**config.mk**
```make
export PLATFORM = sky130hd
export DESIGN_NAME = bitmap_first_fit_allocator
export DESIGN_NICKNAME = d
export VERILOG_FILES = /design/src/sv/bfa_pkg.sv /design/src/sv/bfa_ram.sv /design/src/sv/bfa_seq.sv /design/src/sv/bitmap_first_fit_allocator.sv
export SDC_FILE = /design/constraint.sdc
export NUM_CORES = 1
export LEC_CHECK = 0
export ABC_AREA = 1
export BUFFER_PORTS_ARGS = -buffer_cell sky130_fd_sc_hd__buf_4
export CELL_PAD_IN_SITES_DETAIL_PLACEMENT = 1
export CELL_PAD_IN_SITES_GLOBAL_PLACEMENT = 1
export CORE_ASPECT_RATIO = 0.8
export CORE_MARGIN = 5
export CORE_UTILIZATION = 35
export CTS_CLUSTER_DIAMETER = 150
export DETAILED_ROUTE_END_ITERATION = 7
export GPL_ROUTABILITY_DRIVEN = 1
export PLACE_DENSITY_LB_ADDON = 0.08
export SLEW_MARGIN = 10
export SYNTH_ARGS = -nofsm -noshare
export SYNTH_HDL_FRONTEND = slang
export SYNTH_SLANG_ARGS = --single-unit
export TNS_END_PERCENT = 50
```
**constraint.sdc**
```tcl
create_clock -name clk -period 4.11 [get_ports clk]
set_input_delay 1.233 -clock clk [delete_from_list [all_inputs] [get_ports clk]]
set_output_delay 1.233 -clock clk [all_outputs]
set_load 0.05 [all_outputs]
```
**src/sv/bfa_pkg.sv**
```systemverilog
// Shared types, codes and defaults for the bitmap first-fit allocator.
package bfa_pkg;

    // Defaults for the top-level parameters
    localparam int BLOCK_COUNT_DEF     = 16;
    localparam int BYTES_PER_BLOCK_DEF = 4;

    // Fixed field widths
    localparam int BYTES_W   = 8;   // request_bytes
    localparam int BLK_W     = 8;   // rounded block count, up to 255
    localparam int SBLK_W    = 6;   // start_block
    localparam int IDX_MAX_W = 6;   // block index, BLOCK_COUNT up to 64
    localparam int CNT_MAX_W = 7;   // block count, up to 64
    localparam int RSTART_W  = 4;   // run_start
    localparam int RBLK_W    = 7;   // run_blocks
    localparam int AFREE_W   = 5;   // already_free
    localparam int MAP_W     = 16;  // occupancy_map

    // Request codes
    localparam logic ACT_ALLOC = 1'b0;
    localparam logic ACT_FREE  = 1'b1;

    // Result status codes
    typedef enum logic [1:0] {
        STATUS_OK        = 2'd0,
        STATUS_NO_RUN    = 2'd1,
        STATUS_BAD_RANGE = 2'd2
    } status_t;

    // Sequencer states
    typedef enum logic [2:0] {
        ST_CLEAR,
        ST_IDLE,
        ST_SCAN,
        ST_MARK,
        ST_FREE,
        ST_DONE
    } seq_state_t;

    // Decoded request, held stable while the sequencer works
    typedef struct packed {
        logic                 is_free;
        logic [BLK_W-1:0]     blocks;
        logic [IDX_MAX_W-1:0] start_idx;
        logic                 zero_size;
        logic                 range_bad;
    } req_t;

    // Completion report from the sequencer
    typedef struct packed {
        logic                 fin;
        status_t              status;
        logic [IDX_MAX_W-1:0] cand;
        logic [CNT_MAX_W-1:0] already;
    } res_t;

    // Bitmap write port
    typedef struct packed {
        logic                 en;
        logic [IDX_MAX_W-1:0] addr;
        logic                 data;
    } ram_wr_t;

endpackage

```
**src/sv/bfa_ram.sv**
```systemverilog
// Generic single-write, single-read RAM with registered read data.
module bfa_ram #(
    parameter int WIDTH = 1,
    parameter int DEPTH = 16
) (
    input  logic                     clk,
    input  logic                     wr_en,
    input  logic [$clog2(DEPTH)-1:0] wr_addr,
    input  logic [WIDTH-1:0]         wr_data,
    input  logic [$clog2(DEPTH)-1:0] rd_addr,
    output logic [WIDTH-1:0]         rd_data
);

    logic [WIDTH-1:0] mem [DEPTH];

    // Write port
    always_ff @(posedge clk)
    begin
        if (wr_en)
        begin
            mem[wr_addr] <= wr_data;
        end
    end

    // Registered read port
    always_ff @(posedge clk)
    begin
        rd_data <= mem[rd_addr];
    end

endmodule

```
**src/sv/bfa_seq.sv**
```systemverilog
// Sequencer: clear pass, first-fit scan, run marking and run freeing over the bitmap RAM.
module bfa_seq
    import bfa_pkg::*;
#(
    parameter int BLOCK_COUNT = BLOCK_COUNT_DEF
) (
    input  logic                           clk,
    input  logic                           rst_n,
    input  logic                           go,
    input  req_t                           req,
    input  logic                           rd_data,
    output logic [$clog2(BLOCK_COUNT)-1:0] rd_addr,
    output ram_wr_t                        wr,
    output res_t                           res,
    output logic                           busy
);

    localparam int IW = $clog2(BLOCK_COUNT);
    localparam int CW = $clog2(BLOCK_COUNT + 1);

    seq_state_t    state_reg, state_next;
    logic [CW-1:0] addr_reg, addr_next;     // next address to read or write
    logic          pend_reg, pend_next;     // read data arrives this cycle
    logic [IW-1:0] pidx_reg, pidx_next;     // index of the arriving read data
    logic [CW-1:0] cnt_reg, cnt_next;       // current free run length
    logic [IW-1:0] cand_reg, cand_next;     // start of the current free run
    logic [CW-1:0] left_reg, left_next;     // blocks left to mark or to read
    logic [CW-1:0] afree_reg, afree_next;   // blocks found already free
    status_t       status_reg, status_next;

    logic [BLK_W-1:0] run_len;
    logic             run_hit;

    // Run length including the block now arriving
    assign run_len = BLK_W'(cnt_reg) + BLK_W'(1);
    assign run_hit = (run_len == req.blocks);

    // State and counters
    always_ff @(posedge clk or negedge rst_n)
    begin
        if (!rst_n)
        begin
            state_reg  <= ST_CLEAR;
            addr_reg   <= '0;
            pend_reg   <= 1'b0;
            pidx_reg   <= '0;
            cnt_reg    <= '0;
            cand_reg   <= '0;
            left_reg   <= '0;
            afree_reg  <= '0;
            status_reg <= STATUS_OK;
        end
        else
        begin
            state_reg  <= state_next;
            addr_reg   <= addr_next;
            pend_reg   <= pend_next;
            pidx_reg   <= pidx_next;
            cnt_reg    <= cnt_next;
            cand_reg   <= cand_next;
            left_reg   <= left_next;
            afree_reg  <= afree_next;
            status_reg <= status_next;
        end
    end

    // Next state and RAM control
    always_comb
    begin
        state_next  = state_reg;
        addr_next   = addr_reg;
        pend_next   = 1'b0;
        pidx_next   = pidx_reg;
        cnt_next    = cnt_reg;
        cand_next   = cand_reg;
        left_next   = left_reg;
        afree_next  = afree_reg;
        status_next = status_reg;
        rd_addr     = addr_reg[IW-1:0];
        wr.en       = 1'b0;
        wr.addr     = IDX_MAX_W'(addr_reg[IW-1:0]);
        wr.data     = 1'b0;
        res.fin     = 1'b0;
        res.status  = status_reg;
        res.cand    = IDX_MAX_W'(cand_reg);
        res.already = CNT_MAX_W'(afree_reg);

        case (state_reg)
            // Zero every entry once after reset
            ST_CLEAR:
            begin
                wr.en     = 1'b1;
                addr_next = addr_reg + CW'(1);
                if (addr_reg == CW'(BLOCK_COUNT - 1))
                begin
                    addr_next  = '0;
                    state_next = ST_IDLE;
                end
            end

            ST_IDLE:
            begin
                if (go)
                begin
                    cnt_next    = '0;
                    afree_next  = '0;
                    status_next = STATUS_OK;
                    if (req.is_free == ACT_FREE)
                    begin
                        addr_next = CW'(req.start_idx);
                        left_next = CW'(req.blocks);
                        if (req.range_bad)
                        begin
                            status_next = STATUS_BAD_RANGE;
                            state_next  = ST_DONE;
                        end
                        else if (req.zero_size)
                        begin
                            state_next = ST_DONE;
                        end
                        else
                        begin
                            state_next = ST_FREE;
                        end
                    end
                    else
                    begin
                        addr_next = '0;
                        if (req.zero_size)
                        begin
                            status_next = STATUS_NO_RUN;
                            state_next  = ST_DONE;
                        end
                        else
                        begin
                            state_next = ST_SCAN;
                        end
                    end
                end
            end

            // Stream reads from block 0, track the free run on the registered read data
            ST_SCAN:
            begin
                if (addr_reg != CW'(BLOCK_COUNT))
                begin
                    addr_next = addr_reg + CW'(1);
                    pend_next = 1'b1;
                    pidx_next = addr_reg[IW-1:0];
                end
                if (pend_reg)
                begin
                    if (!rd_data)
                    begin
                        if (cnt_reg == '0)
                        begin
                            cand_next = pidx_reg;
                        end
                        cnt_next = cnt_reg + CW'(1);
                        if (run_hit)
                        begin
                            addr_next  = (cnt_reg == '0) ? CW'(pidx_reg) : CW'(cand_reg);
                            left_next  = CW'(req.blocks);
                            pend_next  = 1'b0;
                            state_next = ST_MARK;
                        end
                    end
                    else
                    begin
                        cnt_next = '0;
                    end
                    if (!(run_hit && !rd_data) && addr_reg == CW'(BLOCK_COUNT))
                    begin
                        status_next = STATUS_NO_RUN;
                        state_next  = ST_DONE;
                    end
                end
            end

            // Set one bit of the found run per cycle
            ST_MARK:
            begin
                wr.en     = 1'b1;
                wr.data   = 1'b1;
                addr_next = addr_reg + CW'(1);
                left_next = left_reg - CW'(1);
                if (left_reg == CW'(1))
                begin
                    state_next = ST_DONE;
                end
            end

            // Read each block of the range, clear it when its read data returns
            ST_FREE:
            begin
                if (left_reg != '0)
                begin
                    addr_next = addr_reg + CW'(1);
                    left_next = left_reg - CW'(1);
                    pend_next = 1'b1;
                    pidx_next = addr_reg[IW-1:0];
                end
                if (pend_reg)
                begin
                    wr.en   = 1'b1;
                    wr.addr = IDX_MAX_W'(pidx_reg);
                    if (!rd_data)
                    begin
                        afree_next = afree_reg + CW'(1);
                    end
                    if (left_reg == '0)
                    begin
                        state_next = ST_DONE;
                    end
                end
            end

            ST_DONE:
            begin
                res.fin    = 1'b1;
                state_next = ST_IDLE;
            end

            default:
            begin
                state_next = ST_IDLE;
            end
        endcase
    end

    assign busy = (state_reg != ST_IDLE);

endmodule

```
**src/sv/bitmap_first_fit_allocator.sv**
```systemverilog
// Top level of the bitmap first-fit allocator: request decode, bitmap RAM, result registers.
//
//  Channel  | Handshake                    | Ports
//  ---------+------------------------------+-----------------------------------------------
//  request  | transfer when start && !busy | action, request_bytes, start_block
//  result   | done high for one cycle      | status, run_start, run_blocks, already_free,
//           |                              | occupancy_map
//
// Allocate: the first-fit scan streams one RAM read per cycle, then marks one block per
// cycle through the single RAM write port. Free: one block read and cleared per cycle.
// Zero-size requests and bad free ranges go straight to the result; an allocate
// with no fitting run ends after reading every block.
// After reset a clearing pass writes every RAM entry with busy high.
// Results cannot be held off; one item is in work at a time while busy is high.
module bitmap_first_fit_allocator
    import bfa_pkg::*;
#(
    parameter int BLOCK_COUNT     = BLOCK_COUNT_DEF,
    parameter int BYTES_PER_BLOCK = BYTES_PER_BLOCK_DEF
) (
    input  logic                clk,
    input  logic                rst_n,
    input  logic                start,
    output logic                busy,
    input  logic                action,
    input  logic [BYTES_W-1:0]  request_bytes,
    input  logic [SBLK_W-1:0]   start_block,
    output logic                done,
    output logic [1:0]          status,
    output logic [RSTART_W-1:0] run_start,
    output logic [RBLK_W-1:0]   run_blocks,
    output logic [AFREE_W-1:0]  already_free,
    output logic [MAP_W-1:0]    occupancy_map
);

    localparam int IW    = $clog2(BLOCK_COUNT);
    localparam int SUM_W = BLK_W + 2;

    // Reciprocal of the block size: exact for sums below 1024 and block sizes up to 256
    localparam int RECIP_SH = 18;
    localparam int RECIP_W  = RECIP_SH + 1;
    localparam int PROD_W   = SUM_W + RECIP_W;
    localparam logic [RECIP_W-1:0] RECIP =
        RECIP_W'((2 ** RECIP_SH + BYTES_PER_BLOCK - 1) / BYTES_PER_BLOCK);

    logic              accept;
    logic              go_reg;
    logic              seq_busy;
    logic              act_reg;
    logic [BLK_W-1:0]  blocks_reg;
    logic [SBLK_W-1:0] start_reg;
    logic [SUM_W-1:0]  bytes_sum;
    logic [PROD_W-1:0] bytes_prod;
    logic [BLK_W-1:0]  blocks_calc;
    logic [MAP_W-1:0]  map_reg;
    req_t              req;
    res_t              res;
    ram_wr_t           wr;
    logic [IW-1:0]     rd_addr;
    logic              rd_data;

    assign accept = start && !busy;
    assign busy   = seq_busy || go_reg;

    // Round the byte size up to whole blocks
    assign bytes_sum   = SUM_W'(request_bytes) + SUM_W'(BYTES_PER_BLOCK - 1);
    assign bytes_prod  = PROD_W'(bytes_sum) * PROD_W'(RECIP);
    assign blocks_calc = BLK_W'(bytes_prod >> RECIP_SH);

    // Request capture
    always_ff @(posedge clk or negedge rst_n)
    begin
        if (!rst_n)
        begin
            go_reg <= 1'b0;
        end
        else
        begin
            go_reg <= accept;
        end
    end

    always_ff @(posedge clk)
    begin
        if (accept)
        begin
            act_reg    <= action;
            blocks_reg <= blocks_calc;
            start_reg  <= start_block;
        end
    end

    // Decoded request for the sequencer
    assign req.is_free   = act_reg;
    assign req.blocks    = blocks_reg;
    assign req.start_idx = IDX_MAX_W'(start_reg);
    assign req.zero_size = (blocks_reg == '0);
    assign req.range_bad = (SUM_W'(start_reg) >= SUM_W'(BLOCK_COUNT))
                        || (SUM_W'(start_reg) + SUM_W'(blocks_reg) > SUM_W'(BLOCK_COUNT));

    bfa_seq #(
        .BLOCK_COUNT(BLOCK_COUNT)
    ) u_seq (
        .clk     (clk),
        .rst_n   (rst_n),
        .go      (go_reg),
        .req     (req),
        .rd_data (rd_data),
        .rd_addr (rd_addr),
        .wr      (wr),
        .res     (res),
        .busy    (seq_busy)
    );

    bfa_ram #(
        .WIDTH(1),
        .DEPTH(BLOCK_COUNT)
    ) u_map_ram (
        .clk     (clk),
        .wr_en   (wr.en),
        .wr_addr (IW'(wr.addr)),
        .wr_data (wr.data),
        .rd_addr (rd_addr),
        .rd_data (rd_data)
    );

    // Copy of the low blocks of the bitmap for the result
    always_ff @(posedge clk or negedge rst_n)
    begin
        if (!rst_n)
        begin
            map_reg <= '0;
        end
        else
        begin
            for (int k = 0; k < MAP_W; k++)
            begin
                if (wr.en && (CNT_MAX_W'(wr.addr) == CNT_MAX_W'(k)))
                begin
                    map_reg[k] <= wr.data;
                end
            end
        end
    end

    // Result strobe
    always_ff @(posedge clk or negedge rst_n)
    begin
        if (!rst_n)
        begin
            done <= 1'b0;
        end
        else
        begin
            done <= res.fin;
        end
    end

    // Result payload
    always_ff @(posedge clk)
    begin
        if (res.fin)
        begin
            status        <= res.status;
            occupancy_map <= map_reg;
            run_blocks    <= (blocks_reg > BLK_W'(127)) ? RBLK_W'(127) : RBLK_W'(blocks_reg);
            already_free  <= (res.already > CNT_MAX_W'(31)) ? AFREE_W'(31)
                                                            : AFREE_W'(res.already);
            if (act_reg == ACT_FREE)
            begin
                run_start <= RSTART_W'(start_reg);
            end
            else if (res.status == STATUS_OK)
            begin
                run_start <= RSTART_W'(res.cand);
            end
            else
            begin
                run_start <= '0;
            end
        end
    end

endmodule

```
==> metrics <==
status=complete, no violations; cell with the most instances after synthesis=nand2_1; Worst Path Max Fanout=11; ant diodes=0; dominant cell type by area after synthesis=edfxtp_1; CTS tree=built; Worst Path Required=2.88 ns; postcts setup bufs=0; first-pass GRT wire length=25200 µm; H-Tree Depth=4; Netlist cell types=48; WL/cell=between 15 and 20 µm; PostCTS Resize Cnt=0; core area=between 15000 and 20000 µm²; synthesized flop and latch total=117; Post-Syn Area=5810 µm²; fillcell total=approximately 1900; Bufs on Longest Clock Path=2; DR vias=4422; Mapped Avg Cell Area=9.57 µm²; max_slew headroom=about half; Clock transition at path regs=0.06 ns; Max VDD drop=0.332 mV; CTS root buf=clkbuf_16; Final TNS setup=0 ns; post-synth net total=643; WP data arrival=2.12 ns; Startpoint Class=register; number of synthesized flops with an enable pin=64; FFs w/ async S/R, synth=44.4%; Tmin final=3.36 ns; Synth Instances=~610; Remaining Overflow, GRT=0; width of the die=154 µm; max frequency=0.298 GHz; area grow syn2layout=21.1%; DRT iter0 DRCs=226; crit path kind=register to output port; nature of the critical path endpoint=output port; Total GRT Usage=16.7%; top post-synthesis cells by count=nand2_1, nor2_1, inv_1; DRC=0; WL final=15300 µm; Routed Antenna Nets=0; starting density of the core=35.3%; synth top area cells=edfxtp_1, dfrtp_1, nand2_1; Setup Slack @ Placement=1.20 ns; IO buf count=53; total of max-cap violations=0; detailed placer's ending HPWL=11400 µm; P_leak=3.09 nW; CP Cell Sequence=nor3_2 -> inv_1 -> or2_0 -> buf_4; top-area cell type share of the netlist area=33.1%; Num CTS Buffers=17; sequential element share of the synthesized area=a little under three fifths; Worst-Skew Late Latency=0.42 ns; initial antenna violation count=0; Worst Hold Class=register to register; GP Congestion=0.901; Final period util=81.7%; Via density=4.90; Util after Layout=42.8%; Crit path buffers/inverters=2; CP max-delay cell=dfrtp_1; total iterations of the first detailed-routing run=4; Pwr Density=815 nW/µm²; boundary pin count=54; Sink Count=117; Hold Fails Final Rpt=0; Crit path max-delay family=simple AND/OR/NAND/NOR gates; top_reg_cell synth=edfxtp_1; vias in the first global route=4601; Die Y=125 µm; skew final=approximately 0.0074 ns; # rows=42; RSZ-0062 raised after global routing=false; Max Slew Vio Count=0; nets=between 700 and 800; Worst-Margin Slew=0.772 ns; Post-CTS Hold Buffers=0; final setup violation count=0; pin count of the biggest net entering global routing=53; DIE AREA=slightly below 20000 µm²; final worst slack=0.752 ns; Synth warnings=0; share of post-route cells with drive strength above 1=19.8%; Max stage delay on crit path=0.46 ns
[cells by family (layout without fill, tap and decap cells)]
group	after synthesis	count (layout)	share of synthesized area, %
compound gates	104	104	10.5
xor+xnor	8	8	1.21
fa+ha+maj	18	18	4.00
buf+inv	92	167	6.16
flops	117	117	55.8
simple gates	268	268	22.3
[cell type report]
type                    instances  area, µm²  area share, %
multi-input cells             398       2220           31.5
clock inverters                11        135           1.92
flip-flops and latches        117       3240           46.1
clock buffers                  20        447           6.35
repair buffers                 56        420           5.97
well taps                     220        275           3.91
inverters                      80        303           4.30
[cells in the final DEF (no fill, tap or decap), drive strengths merged, types with 2 or more instances in the layout]
| master | instances |
|---|---|
| buf | 56 |
| o21ai | 54 |
| o221ai | 3 |
| or2 | 2 |
| bufinv | 3 |
| and2 | 2 |
| clkbuf | 20 |
| nand3 | 36 |
| nand2 | 119 |
| a21oi | 32 |
| nor3 | 11 |
| o21a | 2 |
| xor2 | 7 |
| o22ai | 7 |
| inv | 79 |
| edfxtp | 64 |
| dfrtp | 52 |
| ha | 17 |
| nor2 | 86 |
| clkinv | 8 |
| nand4 | 10 |
| o211ai | 2 |
[stage by stage]
step / cell area (µm²) / instances / power [mW] / hold slack (ns)
floorplan: 5810 / 607 / 3.58 / 0.425
global placement: 6460 / 871 / 4.22 / 0.435
detailed placement: 6460 / 871 / 4.28 / 0.438
CTS: 7040 / 902 / 5.79 / 0.452
global route: 7040 / 902 / 6.12 / 0.468
finish: 7040 / 902 / 5.74 / 0.451
[routing by layer]
layer / share of wire (%) / global-route usage, %
met1: 53 / 25.6
met2: 42 / 23.3
met5: 0 / 0
met4: 0.94 / 5.04
met3: 4.7 / 3.63
[power breakdown]
group | switching (mW) | internal [mW]
combinational | 1.66 | 0.680
sequential | 0.251 | 1.67
clock | 0.523 | 0.957
total | 2.44 | 3.30
[final timing paths]
check	startpoint	endpoint	slack [ns]	cells past startpoint
max in group asynchronous	rst_n	u_seq.afree_reg[2]	2.70	1
min reg2reg	map_reg[0]	occupancy_map[0]	0.45	0
max	u_seq.state_reg[1]	busy	0.75	4
min in group asynchronous	rst_n	u_seq.cnt_reg[3]	0.89	1
min	map_reg[0]	occupancy_map[0]	0.45	0
max reg2reg	u_seq.addr_reg[0]	u_seq.pidx_reg[2]	1.53	7
(Power assumes the default switching activity.)
